`config.mk`:
```
export PLATFORM = sky130hd
export DESIGN_NAME = json_object_stream_framer
export DESIGN_NICKNAME = d
export VERILOG_FILES = /design/src/design/jsf_pkg.sv /design/src/design/json_object_stream_framer.sv /design/src/design/jsf_step.sv
export SDC_FILE = /design/constraint.sdc
export NUM_CORES = 1
export LEC_CHECK = 0
export ABC_CLOCK_PERIOD_IN_PS = 5960
export BUFFER_PORTS_ARGS = -buffer_cell sky130_fd_sc_hd__buf_2
export CORE_MARGIN = 5
export CORE_UTILIZATION = 40
export CTS_BUF_LIST = sky130_fd_sc_hd__clkbuf_4 sky130_fd_sc_hd__clkbuf_8
export DETAILED_ROUTE_END_ITERATION = 6
export GPL_TIMING_DRIVEN = 0
export PLACE_DENSITY_LB_ADDON = 0.08
export SETUP_SLACK_MARGIN = 0.5
export SLEW_MARGIN = 20
export SYNTH_ARGS = -nofsm -noshare
export SYNTH_HDL_FRONTEND = slang
export SYNTH_SLANG_ARGS = --single-unit
```
`constraint.sdc`:
```
create_clock -name clk -period 5.96 [get_ports clk]
set_clock_uncertainty 0.2 [all_clocks]
set_input_delay 1.192 -clock clk [delete_from_list [all_inputs] [get_ports clk]]
set_output_delay 1.192 -clock clk [all_outputs]
set_load 0.02 [all_outputs]
```
`src/design/jsf_pkg.sv`:
```
// ---------------------------------------------------------------------------
// jsf_pkg
// Shared types and constants for the JSON object stream framer.
// ---------------------------------------------------------------------------
package jsf_pkg;

  localparam int unsigned ByteW  = 8;
  localparam int unsigned LenW   = 20;
  localparam int unsigned NestW  = 8;

  localparam logic [LenW-1:0] LenReset = {LenW{1'b1}};

  localparam logic [ByteW-1:0] ChOpen   = 8'h7B;
  localparam logic [ByteW-1:0] ChClose  = 8'h7D;
  localparam logic [ByteW-1:0] ChBslash = 8'h5C;
  localparam logic [ByteW-1:0] ChQuote  = 8'h22;

  typedef enum logic [1:0] {
    KIND_DROP   = 2'd0,
    KIND_OBJ    = 2'd1,
    KIND_OVF    = 2'd2,
    KIND_CLOSED = 2'd3
  } kind_t;

  typedef struct packed {
    logic             inside_object;
    logic             inside_string;
    logic             escape_pending;
    logic [NestW-1:0] nesting_level;
    logic [LenW-1:0]  object_byte_count;
    logic             stream_closed;
  } frame_state_t;

  typedef struct packed {
    kind_t kind;
    logic  first_of_object;
    logic  last_of_object;
  } byte_tag_t;

endpackage

```
`src/design/json_object_stream_framer.sv`:
```
// ---------------------------------------------------------------------------
// json_object_stream_framer
// Delimits top-level JSON objects in a byte stream, one tag per byte.
// ---------------------------------------------------------------------------
// Usage:
//   Bytes enter on the s_axis channel; tdata carries the byte and tuser the
//   new-connection flag, which clears all framing state before that byte.
//   Every byte gives exactly one transaction on m_axis: the byte itself in
//   tdata, the kind (dropped, object byte, overflow, discarded after close)
//   and the first-of-object flag in tuser, and tlast on the closing brace
//   of an object.
//   The result appears in the cycle after the input transaction. Throughput
//   is one byte per cycle while unstalled: framing state and result register
//   are both updated in the accepting cycle by a single pass of short logic.
//   When the receiver stalls, the result register holds and s_axis_tready
//   drops; a new byte is taken in the same cycle the held result leaves.
//   Reset clears the framing state and the output valid, and sets the
//   length limit to its largest value. Write the limit through cfg_wr_en /
//   cfg_wr_data only while no transaction is in flight.
// ---------------------------------------------------------------------------
module json_object_stream_framer #(
  parameter int unsigned MAX_DEPTH = 255
) (
  input  logic                        clk,
  input  logic                        rst,
  input  logic                        cfg_wr_en,
  input  logic [jsf_pkg::LenW-1:0]    cfg_wr_data,   // max_object_length
  input  logic                        s_axis_tvalid,
  output logic                        s_axis_tready,
  input  logic [7:0]                  s_axis_tdata,  // [7:0] data_byte
  input  logic                        s_axis_tuser,  // [0] new_connection
  output logic                        m_axis_tvalid,
  input  logic                        m_axis_tready,
  output logic [7:0]                  m_axis_tdata,  // [7:0] out_byte
  output logic [2:0]                  m_axis_tuser,  // [1:0] kind, [2] first_of_object
  output logic                        m_axis_tlast   // last_of_object
);

  jsf_pkg::frame_state_t       state;
  jsf_pkg::frame_state_t       state_next;
  jsf_pkg::byte_tag_t          tag;
  logic [jsf_pkg::LenW-1:0]    max_object_length;
  logic                        accept;

  jsf_step #(
    .MAX_DEPTH (MAX_DEPTH)
  ) u_step (
    .state             (state),
    .data_byte         (s_axis_tdata),
    .new_connection    (s_axis_tuser),
    .max_object_length (max_object_length),
    .state_next        (state_next),
    .tag               (tag)
  );

  assign s_axis_tready = !m_axis_tvalid || m_axis_tready;
  assign accept        = s_axis_tvalid && s_axis_tready;

  always_ff @(posedge clk) begin
    if (rst) begin
      max_object_length <= jsf_pkg::LenReset;
    end else if (cfg_wr_en) begin
      max_object_length <= cfg_wr_data;
    end
  end

  always_ff @(posedge clk) begin
    if (rst) begin
      state         <= '0;
      m_axis_tvalid <= 1'b0;
    end else begin
      if (accept) begin
        state         <= state_next;
        m_axis_tvalid <= 1'b1;
      end else if (m_axis_tready) begin
        m_axis_tvalid <= 1'b0;
      end
    end
  end

  // result payload: hold while stalled
  always_ff @(posedge clk) begin
    if (accept) begin
      m_axis_tdata <= s_axis_tdata;
      m_axis_tuser <= {tag.first_of_object, tag.kind};
      m_axis_tlast <= tag.last_of_object;
    end
  end

endmodule

```
`src/design/jsf_step.sv`:
```
// ---------------------------------------------------------------------------
// jsf_step
// Per-byte framing update: classifies one byte and computes the next state.
// ---------------------------------------------------------------------------
module jsf_step #(
  parameter int unsigned MAX_DEPTH = 255
) (
  input  jsf_pkg::frame_state_t           state,
  input  logic [jsf_pkg::ByteW-1:0]       data_byte,
  input  logic                            new_connection,
  input  logic [jsf_pkg::LenW-1:0]        max_object_length,
  output jsf_pkg::frame_state_t           state_next,
  output jsf_pkg::byte_tag_t              tag
);

  localparam logic [jsf_pkg::NestW-1:0] DepthLimit = jsf_pkg::NestW'(MAX_DEPTH);

  jsf_pkg::frame_state_t  cur;
  logic [jsf_pkg::LenW:0] count_inc;

  always_comb begin
    // a new connection clears everything, closed flag included
    cur = new_connection ? '0 : state;
    count_inc = {1'b0, cur.object_byte_count} + 1'b1;

    state_next = cur;
    tag.kind = jsf_pkg::KIND_DROP;
    tag.first_of_object = 1'b0;
    tag.last_of_object = 1'b0;

    if (cur.stream_closed) begin
      tag.kind = jsf_pkg::KIND_CLOSED;
    end else if (!cur.inside_object) begin
      if (data_byte == jsf_pkg::ChOpen) begin
        if (max_object_length == '0) begin
          state_next = '0;
          state_next.stream_closed = 1'b1;
          tag.kind = jsf_pkg::KIND_OVF;
        end else begin
          state_next.inside_object = 1'b1;
          state_next.inside_string = 1'b0;
          state_next.escape_pending = 1'b0;
          state_next.nesting_level = jsf_pkg::NestW'(1);
          state_next.object_byte_count = jsf_pkg::LenW'(1);
          tag.kind = jsf_pkg::KIND_OBJ;
          tag.first_of_object = 1'b1;
        end
      end
    end else if (count_inc > {1'b0, max_object_length}) begin
      state_next = '0;
      state_next.stream_closed = 1'b1;
      tag.kind = jsf_pkg::KIND_OVF;
    end else if (cur.inside_string) begin
      state_next.object_byte_count = count_inc[jsf_pkg::LenW-1:0];
      tag.kind = jsf_pkg::KIND_OBJ;
      if (cur.escape_pending) begin
        state_next.escape_pending = 1'b0;
      end else if (data_byte == jsf_pkg::ChBslash) begin
        state_next.escape_pending = 1'b1;
      end else if (data_byte == jsf_pkg::ChQuote) begin
        state_next.inside_string = 1'b0;
      end
    end else if (data_byte == jsf_pkg::ChOpen && cur.nesting_level >= DepthLimit) begin
      state_next = '0;
      state_next.stream_closed = 1'b1;
      tag.kind = jsf_pkg::KIND_OVF;
    end else begin
      state_next.object_byte_count = count_inc[jsf_pkg::LenW-1:0];
      tag.kind = jsf_pkg::KIND_OBJ;
      if (data_byte == jsf_pkg::ChQuote) begin
        state_next.inside_string = 1'b1;
      end else if (data_byte == jsf_pkg::ChOpen) begin
        state_next.nesting_level = cur.nesting_level + 1'b1;
      end else if (data_byte == jsf_pkg::ChClose) begin
        if (cur.nesting_level == jsf_pkg::NestW'(1)) begin
          // outermost brace closes: drop all object state
          state_next = '0;
          tag.last_of_object = 1'b1;
        end else begin
          state_next.nesting_level = cur.nesting_level - 1'b1;
        end
      end
    end
  end

endmodule

```
==> reports/qor.txt <==
OUTCOME
------------------------------------------------------------------------------------------------------
Result of the run                                                                            completed

WORST SETUP PATH
------------------------------------------------------------------------------------------------------
WP buf/inv                                                                                           4
Arrival time at the worst endpoint                                                             5.17 ns
Reg2reg setup slack                                                                            1.69 ns
CP max stage cell                                                                              o31ai_4
Critical path peak fanout                                                                           10
Register-to-Register Path Depth                                                                     13
CP peak stage delay                                                                            0.35 ns
Startpoint Class                                                                             input pin
CP cell instances                                                                         buf_2, buf_2, buf_2, buf_2, nor2b_1, ha_1, nand3_1, nor3_4, and2_1, nand2_1, xor2_1, nor2_1, ha_1, a211o_1, a31oi_1, o21ai_1, a211o_1, o31ai_4, nand2_2, a31o_1
Most common cell type on the critical path                                                       buf_2
Required time of the worst setup path                                                          5.88 ns
Critical path start-end classification                                                       in -> reg
Capturing element type of the critical path                                                   register
Capture instance of the worst register-to-register path                                   m_axis_tuser[1]
R2R Path Start                                                                                state[8]
Cell family contributing the most delay on the critical path                              compound AO/OA/AOI/OAI gates

PWR
------------------------------------------------------------------------------------------------------
Lkg Pwr                                                                                        1.89 nW
Worst-case vdd ir drop                                                                       0.0907 mV
Power per Cell Area                                                                         212 nW/µm²

CELLS AND AREA
------------------------------------------------------------------------------------------------------
Post-route non-filler standard cell count                                                          674
Layout cells sized above 1                                                                       15.5%
Antenna diodes                                                                                       0
Final nets                                                                                         594
Leading cell type in the layout, fill and taps excluded                                        nand2_1
Synthesis-to-layout area growth                                                                  16.1%
Commonest cells after routing, fill and taps aside                                        nand2_1 (59), dfxtp_1 (53), buf_2 (51), nor2_1 (41), inv_1 (27)

CLOCK NETWORK
------------------------------------------------------------------------------------------------------
CTS Sinks                                                                                           65
TritonCTS clock tree                                                                             built
Worst-Skew Late Latency                                                                        0.36 ns
Root buffer selected by CTS                                                                   clkbuf_8
Number of H-tree levels                                                                              3
Maximum count of clock buffers along a single path                                                   2
Hold_buf cts                                                                                         0
Num CTS Buffers                                                                                      9
Clock transition at the register clock pins on the worst setup and hold paths after CTS        0.09 ns

STA
------------------------------------------------------------------------------------------------------
Max-slew violations                                                                                  0
Final worst hold slack                                                                        0.303 ns
Total count of hold-check failures in the final report                                               0
Share of the clock period used by the worst path                                                 88.1%
Setup-violating endpoint count in the final report                                                   0
RSZ-0062 raised after global routing                                                              true
Final sum of negative setup slack                                                                 0 ns
Peak Freq                                                                                      190 MHz
Worst rel slew slack                                                                             49.8%
Clock period minus final worst setup slack                                                     5.25 ns
Slew at the pin closest to its max-slew limit                                                 0.750 ns

SYNTHESIS
------------------------------------------------------------------------------------------------------
Post-synthesis area per instance                                                              8.32 µm²
Netlist area before placement                                                                 3970 µm²
FF+latch count, synth                                                                               65
Number of enable-type register cells in the synthesized netlist                                     12
Top_reg_cell synth                                                                             dfxtp_1
Synth unique cells                                                                                  59
Synth Net Count                                                                                    535
Sequential-to-total area share from yosys stat                                                   35.8%
Number of warnings issued by yosys                                                                   0
FFs w/ async S/R, synth                                                                             0%
Post-Synthesis Cells                                                                               477

FLOORPLAN
------------------------------------------------------------------------------------------------------
Initial Util                                                                                     40.8%
Cell Rows                                                                                           36
Floorplan die area                                                                          12,000 µm²
Std-Cell Core Area                                                                            9730 µm²
Height of the die                                                                               110 µm
Num ports                                                                                           48
Die span in x                                                                                   110 µm

DRT
------------------------------------------------------------------------------------------------------
Iteration-0 DRC count of the detailed router                                                       155
Length of routed met3 wiring                                                                    604 µm
Routed wl met2                                                                                 5030 µm
Top layer reached by signal wires                                                                 met4
Detailed-route DRC error count                                                                       0
Routed Wire Length                                                                           11,000 µm
First drt pass iteration count                                                                       5
Met1 layer wirelength in the final routing                                                     5000 µm
Routed length per instance                                                                     16.3 µm
Post-route antenna net violation count                                                               0
Vias per cell                                                                                     5.49
Via count of the routed design                                                                   3,701

GLOBAL ROUTING
------------------------------------------------------------------------------------------------------
Antenna violations before repair                                                                     0
Vias in the first global route                                                                   3,639
Wire length of the first global-routing pass                                                 17,800 µm
Largest net degree at the start of global routing                                                   15
Overall Global Routing Usage                                                                     19.2%
Total grt overflow                                                                                   0

HOLD PATH
------------------------------------------------------------------------------------------------------
Endpoint with the worst hold slack                                                           state[28]
Worst hold start                                                                             state[28]
Hold-critical path depth                                                                             2
Min-Delay Path Class                                                                        reg -> reg

PLACEMENT
------------------------------------------------------------------------------------------------------
Final Wtd Congestion                                                                             0.926
Half-perimeter wire length after placement                                                     8400 µm
Cell count after placement                                                                         656
Input/output buffers                                                                                46

JOB
------------------------------------------------------------------------------------------------------
Count of max-cap constraint violations                                                               0

==> worst max-delay path by stage <==
| stage | from | end | slack (ns) | cells after the start |
|---|---|---|---|---|
| after floorplan | s_axis_tuser | m_axis_tuser[1] | 0.88 | 19 |
| after global routing | s_axis_tuser | m_axis_tuser[1] | 0.45 | 20 |
| after global placement | s_axis_tuser | m_axis_tuser[1] | -0.33 | 20 |
| after CTS | s_axis_tuser | m_axis_tuser[1] | 0.57 | 20 |
| after detailed placement | s_axis_tuser | m_axis_tuser[1] | -0.34 | 20 |
| final | s_axis_tuser | m_axis_tuser[1] | 0.71 | 20 |
==> worst reg2reg max path: stages, from the launching register on <==
cell and delay (ns):
dfxtp_1 0.41, nand4_1 0.22, nor4_1 0.46, nand2_1 0.17, or3_1 0.37, a21oi_1 0.25
ha_1 0.32, a211o_1 0.30, a31oi_1 0.13, o21ai_1 0.09, a211o_1 0.31, o31ai_4 0.35
nand2_2 0.23, a31o_1 0.24
==> state kept, by name (all words and copies together) (netlist names) <==
register	cells
m_axis_tlast	1
m_axis_tdata	8
state	32
m_axis_tuser	3
m_axis_tvalid	1
max_object_length	20
==> through the flow <==
stage                     area [µm²]  power (mW)  worst slack (ns)  utilization [%]
final                           4610       0.978             0.707             47.4
after global routing            4610        1.02             0.446             47.4
after CTS                       4590       0.989             0.575             47.2
after detailed placement        4370       0.578            -0.341             44.9
after global placement          4370       0.577            -0.330             44.9
after floorplan                 3970       0.540             0.876                -
==> cells in the mapped netlist (all sizes together), types with 5 or more instances <==
| master | n | area (µm²) |
|---|---|---|
| o211ai | 21 | 158 |
| nand4 | 11 | 75.1 |
| ha | 24 | 300 |
| dfxtp | 53 | 1060 |
| nor4 | 13 | 81.3 |
| clkbuf | 15 | 56.3 |
| a21oi | 26 | 130 |
| a22o | 20 | 175 |
| nor2b | 10 | 62.6 |
| inv | 29 | 109 |
| edfxtp | 12 | 360 |
| nor2 | 41 | 154 |
| and3 | 5 | 36.3 |
| nand2 | 60 | 228 |
| nor3 | 12 | 70.1 |
| buf | 8 | 48.8 |
| o21ai | 23 | 115 |
| xnor2 | 9 | 78.8 |
| nand3 | 16 | 80.1 |
| xor2 | 13 | 114 |
==> power breakdown <==
part	total [mW]	switching [mW]	internal, mW
sequential	0.471	0.00814	0.463
combinational	0.0966	0.0631	0.0334
clock	0.410	0.208	0.202
==> cells by family (layout without fill, tap and decap cells) <==
kind of cell	count (synthesis)	in the layout	share of synthesized area (%)
fa+ha+maj	24	24	7.57
flops	65	65	35.8
mux	3	3	0.788
compound gates	121	121	21.6
buf+inv	52	116	5.39
xor+xnor	22	22	4.86
simple gates	190	190	24.0
==> repair_timing <==
action / in CTS / in global routing
setup buffers: 0 / 2
endpoints found under the setup margin: 35 / 30
gates resized for setup: 6 / 0
pin swaps: 0 / 2
==> metal layers <==
metal	up-vias	GRT usage [%]
li1	1863	-
met1	1685	23.7
met2	124	32.2
met3	29	3.88
met4	0	8.90
met5	-	0
==> layout make-up <==
cell class / instances / area [µm²]
fill: 1010 / 5120
multi-input combinational: 360 / 2350
sequential: 65 / 1420
timing repair buffer: 48 / 245
tap: 133 / 166
clock buffer: 9 / 124
inverter: 29 / 109
buffer: 23 / 108
clock inverter: 7 / 85.1
Note: power is estimated with default switching activity, not from simulation.
